File: config.mk
export PLATFORM = sky130hd
export DESIGN_NAME = piecewise_linear_interpolator
export DESIGN_NICKNAME = d
export VERILOG_FILES = /design/src/pwl_pkg.sv /design/src/piecewise_linear_interpolator.sv
export SDC_FILE = /design/constraint.sdc
export NUM_CORES = 2
export LEC_CHECK = 0
export ABC_CLOCK_PERIOD_IN_PS = 22300
export BUFFER_PORTS_ARGS = -buffer_cell sky130_fd_sc_hd__buf_2
export CORE_ASPECT_RATIO = 1.4
export CORE_MARGIN = 10
export CORE_UTILIZATION = 45
export CTS_BUF_LIST = sky130_fd_sc_hd__clkbuf_16
export CTS_CLUSTER_SIZE = 25
export DETAILED_ROUTE_END_ITERATION = 8
export PLACE_DENSITY = 0.69
export SETUP_SLACK_MARGIN = 0.5
export SLEW_MARGIN = 20
export SYNTH_ARGS = -nofsm -noshare
export SYNTH_HDL_FRONTEND = slang
export SYNTH_SLANG_ARGS = --single-unit
File: constraint.sdc
create_clock -name clk -period 22.3 [get_ports clk]
set_input_delay 2.23 -clock clk [delete_from_list [all_inputs] [get_ports clk]]
set_output_delay 2.23 -clock clk [all_outputs]
set_load 0.1 [all_outputs]
File: src/pwl_pkg.sv
`timescale 1ns / 1ps
`default_nettype none
// ----------------------------------------------------------------------------
// pwl_pkg
// Shared types and constants for the piecewise linear interpolator.
// ----------------------------------------------------------------------------
package pwl_pkg;

    localparam int DEFAULT_MAX_POINTS = 16;

    // item opcodes
    localparam logic OP_LOAD  = 1'b0;
    localparam logic OP_QUERY = 1'b1;

    // configuration register indexes
    localparam logic CFG_EXTRAPOLATE = 1'b0;
    localparam logic CFG_POINTS      = 1'b1;

    localparam int CFG_DATA_W = 5;

    // configuration reset values
    localparam logic                  EXTRAPOLATE_RESET = 1'b1;
    localparam logic [CFG_DATA_W-1:0] POINTS_RESET      = 5'd2;

    localparam logic signed [34:0] RES_MAX = 35'sd2147483647;
    localparam logic signed [34:0] RES_MIN = -35'sd2147483648;

    typedef enum logic [3:0] {
        S_IDLE,
        S_FIRST,
        S_FCMP,
        S_SCAN,
        S_SCMP,
        S_RDL,
        S_RDR,
        S_PREP,
        S_DIFF,
        S_MUL0,
        S_MUL1,
        S_DCHK,
        S_DIV,
        S_FIN
    } pwl_state_t;

endpackage : pwl_pkg
`default_nettype wire

File: src/piecewise_linear_interpolator.sv
`timescale 1ns / 1ps
`default_nettype none
// ----------------------------------------------------------------------------
// piecewise_linear_interpolator
// Breakpoint table with segment search, slope multiply and restoring divide.
//
//   channel   ports                                          direction
//   -------   ---------------------------------------------  ---------
//   item      start, busy (out), opcode, point_index,        in
//             x_value, y_value
//   result    done, y_result, segment_used,                  out
//             degenerate_segment, saturated
//   config    cfg_write, cfg_index, cfg_data                 in
//
// A load is written to the table in the cycle it is taken; busy stays low.
// A query keeps busy high through a linear scan that compares breakpoints
// one at a time (none when x is at or past the next-to-last breakpoint, at
// most 14 for a full table), a two-pass 33x17 multiply and the 33 steps of
// a one-bit-per-cycle restoring divide; a degenerate segment skips the
// multiply and the divide, and an overflowing quotient skips the divide.
// done pulses in the cycle in which busy falls. The table has one read
// port, read once per step.
// Reset clears the sequencer and configuration; the table is not cleared.
// Results cannot be stalled: each one is shown for exactly one cycle.
// ----------------------------------------------------------------------------
module piecewise_linear_interpolator
    import pwl_pkg::*;
#(
    parameter int MAX_POINTS = DEFAULT_MAX_POINTS
)
(
    input  wire logic                  clk,
    input  wire logic                  rst_n,
    input  wire logic                  start,
    output logic                       busy,
    input  wire logic                  opcode,
    input  wire logic [3:0]            point_index,
    input  wire logic signed [31:0]    x_value,
    input  wire logic signed [31:0]    y_value,
    output logic                       done,
    output logic signed [31:0]         y_result,
    output logic [3:0]                 segment_used,
    output logic                       degenerate_segment,
    output logic                       saturated,
    input  wire logic                  cfg_write,
    input  wire logic                  cfg_index,
    input  wire logic [CFG_DATA_W-1:0] cfg_data
);

    localparam int IDX_W = (MAX_POINTS > 2) ? $clog2(MAX_POINTS) : 1;

    pwl_state_t state_reg, state_next;

    logic                  extrapolate_reg;
    logic [CFG_DATA_W-1:0] points_reg;

    logic signed [31:0] mem_x [MAX_POINTS];
    logic signed [31:0] mem_y [MAX_POINTS];
    logic signed [31:0] rd_x_reg, rd_y_reg;
    logic [IDX_W-1:0]   rd_addr;
    logic               wr_en;

    logic [IDX_W-1:0]   nm2_reg, nm2_next;
    logic [IDX_W-1:0]   idx_reg;
    logic [IDX_W:0]     idx_inc;

    logic signed [31:0] xq_reg, xl_reg, xr_reg, yl_reg, yr_reg;
    logic signed [31:0] yl_clamp, yr_clamp;

    logic signed [32:0] dy, dx, dd;
    logic [32:0]        mag_a_reg, mag_b_reg, mag_d_reg;
    logic               neg_reg, degen_reg, ovf_reg;

    logic [16:0]        mul_b;
    logic [49:0]        mul_p;
    logic [65:0]        prod_reg;

    logic [32:0]        r_reg, pl_reg, q_reg;
    logic [5:0]         cnt_reg;
    logic [33:0]        r_shift, r_sub;
    logic               r_fits;

    logic signed [34:0] sum;
    logic               x_ge, x_gt, more_steps, quot_ovf;

    logic               done_reg;
    logic signed [31:0] y_result_reg;
    logic [3:0]         segment_reg;
    logic               degen_out_reg, sat_out_reg;

    // ------------------------------------------------------------------
    // configuration
    // ------------------------------------------------------------------
    always_ff @(posedge clk or negedge rst_n)
    begin
        if (!rst_n)
        begin
            extrapolate_reg <= EXTRAPOLATE_RESET;
            points_reg      <= POINTS_RESET;
        end
        else if (cfg_write)
        begin
            unique case (cfg_index)
                CFG_EXTRAPOLATE: extrapolate_reg <= cfg_data[0];
                CFG_POINTS:      points_reg      <= cfg_data;
                default:         ;
            endcase
        end
    end

    // last usable left index, with the point count clamped to the table
    always_comb
    begin
        if (points_reg < 5'd2)
            nm2_next = '0;
        else if (32'(points_reg) > MAX_POINTS)
            nm2_next = IDX_W'(MAX_POINTS - 2);
        else
            nm2_next = IDX_W'(points_reg - 5'd2);
    end

    // ------------------------------------------------------------------
    // breakpoint table
    // ------------------------------------------------------------------
    assign wr_en = start && !busy && (opcode == OP_LOAD)
                   && (32'(point_index) < MAX_POINTS);

    always_ff @(posedge clk)
    begin
        if (wr_en)
        begin
            mem_x[IDX_W'(point_index)] <= x_value;
            mem_y[IDX_W'(point_index)] <= y_value;
        end
    end

    always_ff @(posedge clk)
    begin
        rd_x_reg <= mem_x[rd_addr];
        rd_y_reg <= mem_y[rd_addr];
    end

    // ------------------------------------------------------------------
    // compares and shared arithmetic
    // ------------------------------------------------------------------
    assign idx_inc    = {1'b0, idx_reg} + (IDX_W + 1)'(1);
    assign x_ge       = xq_reg >= rd_x_reg;
    assign x_gt       = xq_reg > rd_x_reg;
    assign more_steps = idx_inc < {1'b0, nm2_reg};

    // clamp when not extrapolating: rd holds the right end in S_PREP
    assign yr_clamp = (!extrapolate_reg && (xq_reg < xl_reg)) ? yl_reg : rd_y_reg;
    assign yl_clamp = (!extrapolate_reg && (xq_reg > rd_x_reg)) ? yr_clamp : yl_reg;

    assign dy = 33'(yr_reg) - 33'(yl_reg);
    assign dx = 33'(xq_reg) - 33'(xl_reg);
    assign dd = 33'(xr_reg) - 33'(xl_reg);

    assign mul_b = (state_reg == S_MUL0) ? {1'b0, mag_b_reg[15:0]} : mag_b_reg[32:16];
    assign mul_p = mag_a_reg * mul_b;

    // quotient would not fit in 33 bits: result saturates anyway
    assign quot_ovf = prod_reg[65:33] >= mag_d_reg;

    assign r_shift = {r_reg, pl_reg[32]};
    assign r_sub   = r_shift - {1'b0, mag_d_reg};
    assign r_fits  = r_shift >= {1'b0, mag_d_reg};

    assign sum = neg_reg ? (35'(yl_reg) - 35'({2'b00, q_reg}))
                         : (35'(yl_reg) + 35'({2'b00, q_reg}));

    // ------------------------------------------------------------------
    // sequencer
    // ------------------------------------------------------------------
    always_ff @(posedge clk or negedge rst_n)
    begin
        if (!rst_n)
            state_reg <= S_IDLE;
        else
            state_reg <= state_next;
    end

    always_comb
    begin
        state_next = state_reg;
        unique case (state_reg)
            S_IDLE:
            begin
                if (start && (opcode == OP_QUERY))
                    state_next = S_FIRST;
            end
            S_FIRST: state_next = S_FCMP;
            S_FCMP:
            begin
                if (x_ge || (nm2_reg == '0))
                    state_next = S_RDL;
                else
                    state_next = S_SCAN;
            end
            S_SCAN: state_next = S_SCMP;
            S_SCMP:
            begin
                if (x_gt && more_steps)
                    state_next = S_SCAN;
                else
                    state_next = S_RDL;
            end
            S_RDL:  state_next = S_RDR;
            S_RDR:  state_next = S_PREP;
            S_PREP: state_next = S_DIFF;
            S_DIFF:
            begin
                if (xr_reg == xl_reg)
                    state_next = S_FIN;
                else
                    state_next = S_MUL0;
            end
            S_MUL0: state_next = S_MUL1;
            S_MUL1: state_next = S_DCHK;
            S_DCHK:
            begin
                if (quot_ovf)
                    state_next = S_FIN;
                else
                    state_next = S_DIV;
            end
            S_DIV:
            begin
                if (cnt_reg == '0)
                    state_next = S_FIN;
            end
            S_FIN:   state_next = S_IDLE;
            default: state_next = S_IDLE;
        endcase
    end

    always_comb
    begin
        busy    = (state_reg != S_IDLE);
        rd_addr = idx_reg;
        unique case (state_reg)
            S_FIRST:       rd_addr = nm2_reg;
            S_SCAN, S_RDR: rd_addr = idx_inc[IDX_W-1:0];
            default:       rd_addr = idx_reg;
        endcase
    end

    // segment index and point count are control state
    always_ff @(posedge clk or negedge rst_n)
    begin
        if (!rst_n)
        begin
            idx_reg <= '0;
            nm2_reg <= '0;
        end
        else
        begin
            unique case (state_reg)
                S_IDLE:
                begin
                    if (start && (opcode == OP_QUERY))
                    begin
                        idx_reg <= '0;
                        nm2_reg <= nm2_next;
                    end
                end
                S_FCMP:
                begin
                    if (x_ge)
                        idx_reg <= nm2_reg;
                    else
                        idx_reg <= '0;
                end
                S_SCMP:
                begin
                    if (x_gt)
                        idx_reg <= idx_inc[IDX_W-1:0];
                end
                default: ;
            endcase
        end
    end

    // ------------------------------------------------------------------
    // datapath
    // ------------------------------------------------------------------
    always_ff @(posedge clk)
    begin
        case (state_reg)
            S_IDLE:
            begin
                if (start && !busy)
                    xq_reg <= x_value;
            end
            S_RDR:
            begin
                xl_reg <= rd_x_reg;
                yl_reg <= rd_y_reg;
            end
            S_PREP:
            begin
                xr_reg <= rd_x_reg;
                yr_reg <= yr_clamp;
                yl_reg <= yl_clamp;
            end
            S_DIFF:
            begin
                mag_a_reg <= dy[32] ? (33'd0 - dy) : dy;
                mag_b_reg <= dx[32] ? (33'd0 - dx) : dx;
                mag_d_reg <= dd[32] ? (33'd0 - dd) : dd;
                neg_reg   <= dy[32] ^ dx[32] ^ dd[32];
                degen_reg <= (xr_reg == xl_reg);
                ovf_reg   <= 1'b0;
            end
            S_MUL0: prod_reg <= {16'd0, mul_p};
            S_MUL1: prod_reg <= prod_reg + {mul_p, 16'd0};
            S_DCHK:
            begin
                ovf_reg <= quot_ovf;
                r_reg   <= prod_reg[65:33];
                pl_reg  <= prod_reg[32:0];
                q_reg   <= '0;
                cnt_reg <= 6'd32;
            end
            S_DIV:
            begin
                // one quotient bit per cycle
                r_reg   <= r_fits ? r_sub[32:0] : r_shift[32:0];
                pl_reg  <= {pl_reg[31:0], 1'b0};
                q_reg   <= {q_reg[31:0], r_fits};
                cnt_reg <= cnt_reg - 6'd1;
            end
            default: ;
        endcase
    end

    // ------------------------------------------------------------------
    // result
    // ------------------------------------------------------------------
    always_ff @(posedge clk or negedge rst_n)
    begin
        if (!rst_n)
            done_reg <= 1'b0;
        else
            done_reg <= (state_reg == S_FIN);
    end

    always_ff @(posedge clk)
    begin
        if (state_reg == S_FIN)
        begin
            segment_reg   <= 4'(idx_reg);
            degen_out_reg <= degen_reg;
            if (degen_reg)
            begin
                y_result_reg <= yl_reg;
                sat_out_reg  <= 1'b0;
            end
            else if (ovf_reg)
            begin
                y_result_reg <= neg_reg ? RES_MIN[31:0] : RES_MAX[31:0];
                sat_out_reg  <= 1'b1;
            end
            else if (sum > RES_MAX)
            begin
                y_result_reg <= RES_MAX[31:0];
                sat_out_reg  <= 1'b1;
            end
            else if (sum < RES_MIN)
            begin
                y_result_reg <= RES_MIN[31:0];
                sat_out_reg  <= 1'b1;
            end
            else
            begin
                y_result_reg <= sum[31:0];
                sat_out_reg  <= 1'b0;
            end
        end
    end

    assign done               = done_reg;
    assign y_result           = y_result_reg;
    assign segment_used       = segment_reg;
    assign degenerate_segment = degen_out_reg;
    assign saturated          = sat_out_reg;

`ifndef SYNTHESIS
    a_done_after_fin: assert property (@(posedge clk) disable iff (!rst_n)
        done_reg |-> $past(state_reg == S_FIN))
        else $error("result strobe without a finished query");

    a_busy_on_query: assert property (@(posedge clk) disable iff (!rst_n)
        $rose(busy) |-> $past(start && (opcode == OP_QUERY)))
        else $error("sequencer left idle without a query transfer");

    a_idx_in_range: assert property (@(posedge clk) disable iff (!rst_n)
        busy |-> (idx_reg <= nm2_reg))
        else $error("segment index beyond last usable segment");

    a_rem_below_div: assert property (@(posedge clk) disable iff (!rst_n)
        (state_reg == S_DIV) |-> (r_reg < mag_d_reg))
        else $error("divider remainder not below divisor");

    a_flags_exclusive: assert property (@(posedge clk) disable iff (!rst_n)
        done_reg |-> !(degenerate_segment && saturated))
        else $error("degenerate result flagged as saturated");
`endif

endmodule : piecewise_linear_interpolator
`default_nettype wire
-- Yosys cells after proc, flatten, opt, wreduce, memory -nomap -nowiden
Memories as Yosys holds them, arrays and structs flattened. A register that Yosys moved wholly into a read port is not among the register bits.
Index checks and enable logic that the tools add are counted.
W data, S select, Z words.
- eq/ne operators: 18
- multipliers: 1
- reduce and logical (&&, ||, !) cells: 26
- mux-type cells: 39
- $add $sub $neg: 13
- bitwise logic cells: 4
- order comparisons: 10
- operators with widths (kind ; count):
    $mux W32 ; 10
    $pmux W33 S2 ; 3
    $pmux W66 S2 ; 1
    $sub A1 B33 Y33 const A ; 3
    $sub A32 B32 Y33 ; 3
    $add A66 B66 Y66 ; 1
    $pmux W32 S2 ; 1
    $pmux W4 S13 ; 1
    $mul A33 B17 Y50 ; 1
    $add A32 B34 Y35 ; 1
    $gt A35 B32 Y1 const B ; 1
    $lt A35 B32 Y1 const B ; 1
    $mux W35 ; 1
    $sub A32 B34 Y35 ; 1
    $ge A34 B33 Y1 ; 1
    $ge A33 B33 Y1 ; 1
    $mux W33 ; 1
    $sub A33 B33 Y33 ; 1
    $eq A32 B32 Y1 ; 1
    $ge A32 B32 Y1 ; 1
    $gt A32 B32 Y1 ; 1
    $lt A32 B32 Y1 ; 1
    $mux W4 ; 7
    $eq A4 B4 Y1 const B ; 6
    30 further kinds ; 61
- input port bits: 79
- register bits: 490
- memories: 2
- output and inout bits: 40
- logic and storage cells: 142
- RAM bits: 1024
- memories (name ; words ; width ; rd ports ; clocked after memory_dff ; write ports ; RTL line ; text):
    mem_x ; 16 ; 32 ; 1 ; 1 ; 1 ; piecewise_linear_interpolator.sv:57 ; logic signed [31:0] mem_x [MAX_POINTS];
    mem_y ; 16 ; 32 ; 1 ; 1 ; 1 ; piecewise_linear_interpolator.sv:58 ; logic signed [31:0] mem_y [MAX_POINTS];

-- Depth between registers and ports, before layout
- word-level depth: 7
- gate-level depth with buffers: 41

-- Worst setup path before layout
No wires, ideal clock.
- path kind: flip-flop to flip-flop
- start point: register state_reg[2]
- end point: register prod_reg[63] (data pin)
- clock period less this slack: 10496 ps
- buffers on the path: 5
- stages on the path, launching flop included: 42
- library setup time: 266 ps
- path slack: 11804 ps
- arrival time: 10230 ps
- path through: dfrtp_1 clkbuf_1 nand2b_1 clkbuf_1 nor2_1 clkbuf_1 mux2_2 clkbuf_1 nand2_1 fa_1 inv_1 fa_1 inv_1 fa_1 inv_1 fa_1 fa_1 inv_1 [... 6 more ...] a311oi_1 nand2_1 a21o_1 a21o_1 a21boi_0 xnor2_1 ha_1 clkbuf_1 nand4_1 nor4_1 nand2_1 a311oi_1 nor4b_1 o21a_1 o21ai_0 a221oi_1 xor2_1 nor2_1
- word-level cells in the longest chain between the ends: 5
- ends and longest elaborated chain (what ; RTL line ; text):
    start, declared ; piecewise_linear_interpolator.sv:52 ; pwl_state_t state_reg, state_next;
    start signal, assigned ; piecewise_linear_interpolator.sv:180 ; state_reg <= state_next;
    $eq A4 B4 Y1 ; piecewise_linear_interpolator.sv:159, piecewise_linear_interpolator.sv:289 ;
    $mux W17 ; piecewise_linear_interpolator.sv:159 ; assign mul_b = (state_reg == S_MUL0) ? {1'b0, mag_b_reg[15:0]} : mag_b_reg[32:16];
    $mul A33 B17 Y50 ; piecewise_linear_interpolator.sv:160 ; assign mul_p = mag_a_reg * mul_b;
    $add A66 B66 Y66 ; piecewise_linear_interpolator.sv:316 ; S_MUL1: prod_reg <= prod_reg + {mul_p, 16'd0};
    $pmux W66 S2 * ; piecewise_linear_interpolator.sv:289 ; case (state_reg)
    end signal, assigned ; piecewise_linear_interpolator.sv:315 ; S_MUL0: prod_reg <= {16'd0, mul_p};
    end signal, assigned ; piecewise_linear_interpolator.sv:316 ;
    end, declared ; piecewise_linear_interpolator.sv:76 ; logic [65:0] prod_reg;
Mark *: on every way between the ends. The rest lies on a longest branch, timed or not.
A chain may end at the register's enable or synchronous reset.

-- Worst setup path in the final report
- start point: register state_reg[3]
- end point: register prod_reg[65] (data pin)
The elaborated chain is that of the path after synthesis.

==> summary.txt <==
Run status
  • Run status: finished clean

Timing
  • Min cycle time layout: around 11 ns
  • Fin. Hold Viols: 0
  • Final Max Slew Viols: 0
  • RSZ-0062 raised after global routing: no
  • Peak Freq: approximately 88 MHz
  • Worst slew pin tran: approximately 1.1 ns
  • Max Clock Skew: 0.05690 ns
  • Slew HR: between 20% and 30%
  • Final setup violation count: 0
  • Post-route setup TNS: 0 ns
  • Final Cycle Share: around 50%

Synth
  • Synth Area per Inst: between 10 and 15 sq um
  • Synth Area in Simple Gates: between 10% and 20%
  • Synthesized instance count: about 7700
  • Top_reg_cell synth: edfxtp_1
  • Share of flip-flops with an asynchronous set or reset: 1.204%
  • Sequential-to-total area share from yosys stat: approximately half
  • Post-synthesis cell type count: approximately 110
  • Synth Cell Area: 0.09429 sq mm
  • Seq cells post-synth: 1578
  • Post-synthesis adder-cell area fraction: 15.51%
  • Post-synth EDFFs: around 1500
  • Syn Nets: between 8000 and 9000
  • Largest family of logic cells by synthesized area: adder cells
  • Post-synthesis mux area share: around 7.4%
  • Synth Area in Compound Gates: 9.365%
  • Synth Warn #: 0
  • Post-Synth XOR/XNOR Area: between 3 and 4%

Cells and area
  • Area grow syn2layout: 9.174%
  • Nets: ~8700
  • Final Instance Area: 0.1029 sq mm
  • Ratio of cells with drive above 1 in the final layout: between 10% and 20%

Drt
  • Drt total wl: around 250000 um
  • Remaining routing DRC violations: 0
  • Vias/cell: 5.831
  • Via count: roughly 62000
  • WL/cell: approximately 23 um
  • Antenna-violating nets left: 0
  • Initial DRC Count: between 5000 and 6000
  • Initial DRT Pass Iterations: 6

Clock network
  • CTS Buffer Depth: 4
  • Setup bufs post-CTS: 0
  • CTS tree: built
  • Hold buffer count at CTS: 0
  • Post_cts resized: 0
  • Clk Latency, worst-skew pair: between 0.8 and 0.9 ns
  • Num CTS Buffers: between 150 and 200
  • Clk root buf: clkbuf_16
  • # clock sinks: between 1500 and 2000
  • CTS H-tree lvls: 4
  • Clk slew on worst S/H paths: 0.07 ns

GRT
  • GR peak layer: met2
  • GR Util All Layers: between 20% and 30%
  • Number of global-route vias before repair: 63767
  • First-pass GRT wire length: approximately 380000 um
  • GR Overflow Total: 0
  • Initial antenna violation count: 27
  • Met2 usage: between 30% and 40%
  • Met1 Use GR: between 20% and 30%
  • Pin count of the biggest net entering global routing: ~110
  • Met3 Use GR: between 3 and 4%

Floorplan
  • Core Region: between 0.2 and 0.25 sq mm
  • Die area: 0.2285 sq mm
  • Die boundary height: approximately 560 um
  • # rows: ~200
  • Num ports: approximately 120
  • Initial Util: between 40% and 50%
  • Die width: roughly 400 um

Worst setup path
  • Crit path DAT: about 12 ns
  • Critical-path maximum fanout: 33
  • Crit path launch type: flip-flop
  • Setup CP Type: reg2reg
  • Most common cell on crit path: fa_1
  • Setup crit end kind: flip-flop
  • CP max stage cell: dfrtp_1
  • Worst path required time: 22.80 ns
  • Critical Path Max Stage Delay: 0.68 ns

Flow run
  • Max-Cap Viols: 0

Placement
  • GPL Wtd Cong: 0.9614
  • DP Wirelength: ~170000 um
  • Area post-placement: between 0.09 and 0.1 sq mm
  • IO buf count: about 120

Hold path
  • Worst Hold Class: reg2reg
[layout by cell type (no fill, tap or decap), types with 28 or more instances in the layout]
cell type,instances
edfxtp_1,1495
nand2_1,884
inv_1,836
fa_1,470
ha_1,417
a21oi_1,331
and2_1,324
nor2_1,281
mux4_2,256
xnor2_1,207
o21ai_0,199
clkbuf_16,166
a21o_1,160
buf_2,118
nand3_1,117
xor2_1,116
a31oi_1,113
mux2_2,99
nor3_1,99
a211oi_1,99
buf_4,82
dfxtp_1,64
o21a_1,58
nand4_1,53
nand2b_1,49
and3_1,44
nor2b_1,37
o21ai_1,32
o211ai_1,31
o21bai_1,30
a22oi_2,30
clkinv_1,30
o31ai_1,29
or3_1,28
[through the flow]
step / hold WS (ns) / instances / worst slack (ns) / util, %
global placement: 0.4361 / 10255 / 10.93 / 47.01
detailed placement: 0.4423 / 10256 / 10.72 / 47.02
floorplan: 0.4244 / 7699 / 11.80 / -
global route: 0.4633 / 10542 / 10.37 / 49.46
finish: 0.4457 / 10549 / 10.99 / 49.46
CTS: 0.4503 / 10540 / 10.67 / 49.44
[critical path: cells and delay by family, from the launching register on]
| kind | cells | cell delay (ns) |
|---|---|---|
| xor gates and xnor gates | 1 | 0.22 |
| AOI/OAI and AO/OA | 12 | 3.15 |
| buffers and inverters | 6 | 0.72 |
| adders and majority gates | 8 | 3.73 |
| DFF | 1 | 0.68 |
| and+or+nand+nor | 10 | 2.12 |
| muxes | 1 | 0.36 |
[cell type report]
cell class,count,area [sq um]
Fill cell,17839,105200
Clock inverter,118,898.4
Antenna cell,8,20.02
Tap cell,2700,3378
Sequential cell,1578,46650
Clock buffer,166,4154
Inverter,802,3010
Multi-Input combinational cell,4973,43540
Timing Repair Buffer,204,1286
[cells in the mapped netlist, types with 160 or more instances]
cell type	number	area (sq um)
xnor2_1	207	1813
a21oi_1	333	1667
fa_1	470	9409
mux4_2	256	5766
and2_1	325	2033
a21o_1	160	1201
nand2_1	886	3326
nor2_1	302	1134
clkbuf_1	288	1081
edfxtp_1	1495	44890
o21ai_0	199	996.0
ha_1	417	5218
inv_1	801	3007
[metal layers]
layer  routed length (um)  part of all wire [%]
met1                92330                    38
met2               125000                    51
met3                15320                   6.2
met4                12380                   5.0
met5                  203                 0.083
[cells by family after synthesis]
group	after synthesis
buf+inv	1148
compound gates	1320
flops	1578
fa+ha+maj	887
simple gates	2074
xor+xnor	325
mux	367
[path summary, 6_finish.rpt]
path	start	endpoint	slack, ns	depth (start not counted)
worst max-delay path	state_reg[3]	prod_reg[65]	10.99	38
worst min-delay path	rd_x_reg[31]	xr_reg[31]	0.45	0
worst max register to register	state_reg[3]	prod_reg[65]	10.99	38
worst min register to register	rd_x_reg[31]	xr_reg[31]	0.45	0
max in group asynchronous	rst_n	state_reg[2]	20.47	1
min in group asynchronous	rst_n	points_reg[3]	1.43	1
Power is left out: the tool's default activity adds up to more than one toggle a clock period on the data nets, which glitch-free logic cannot reach.
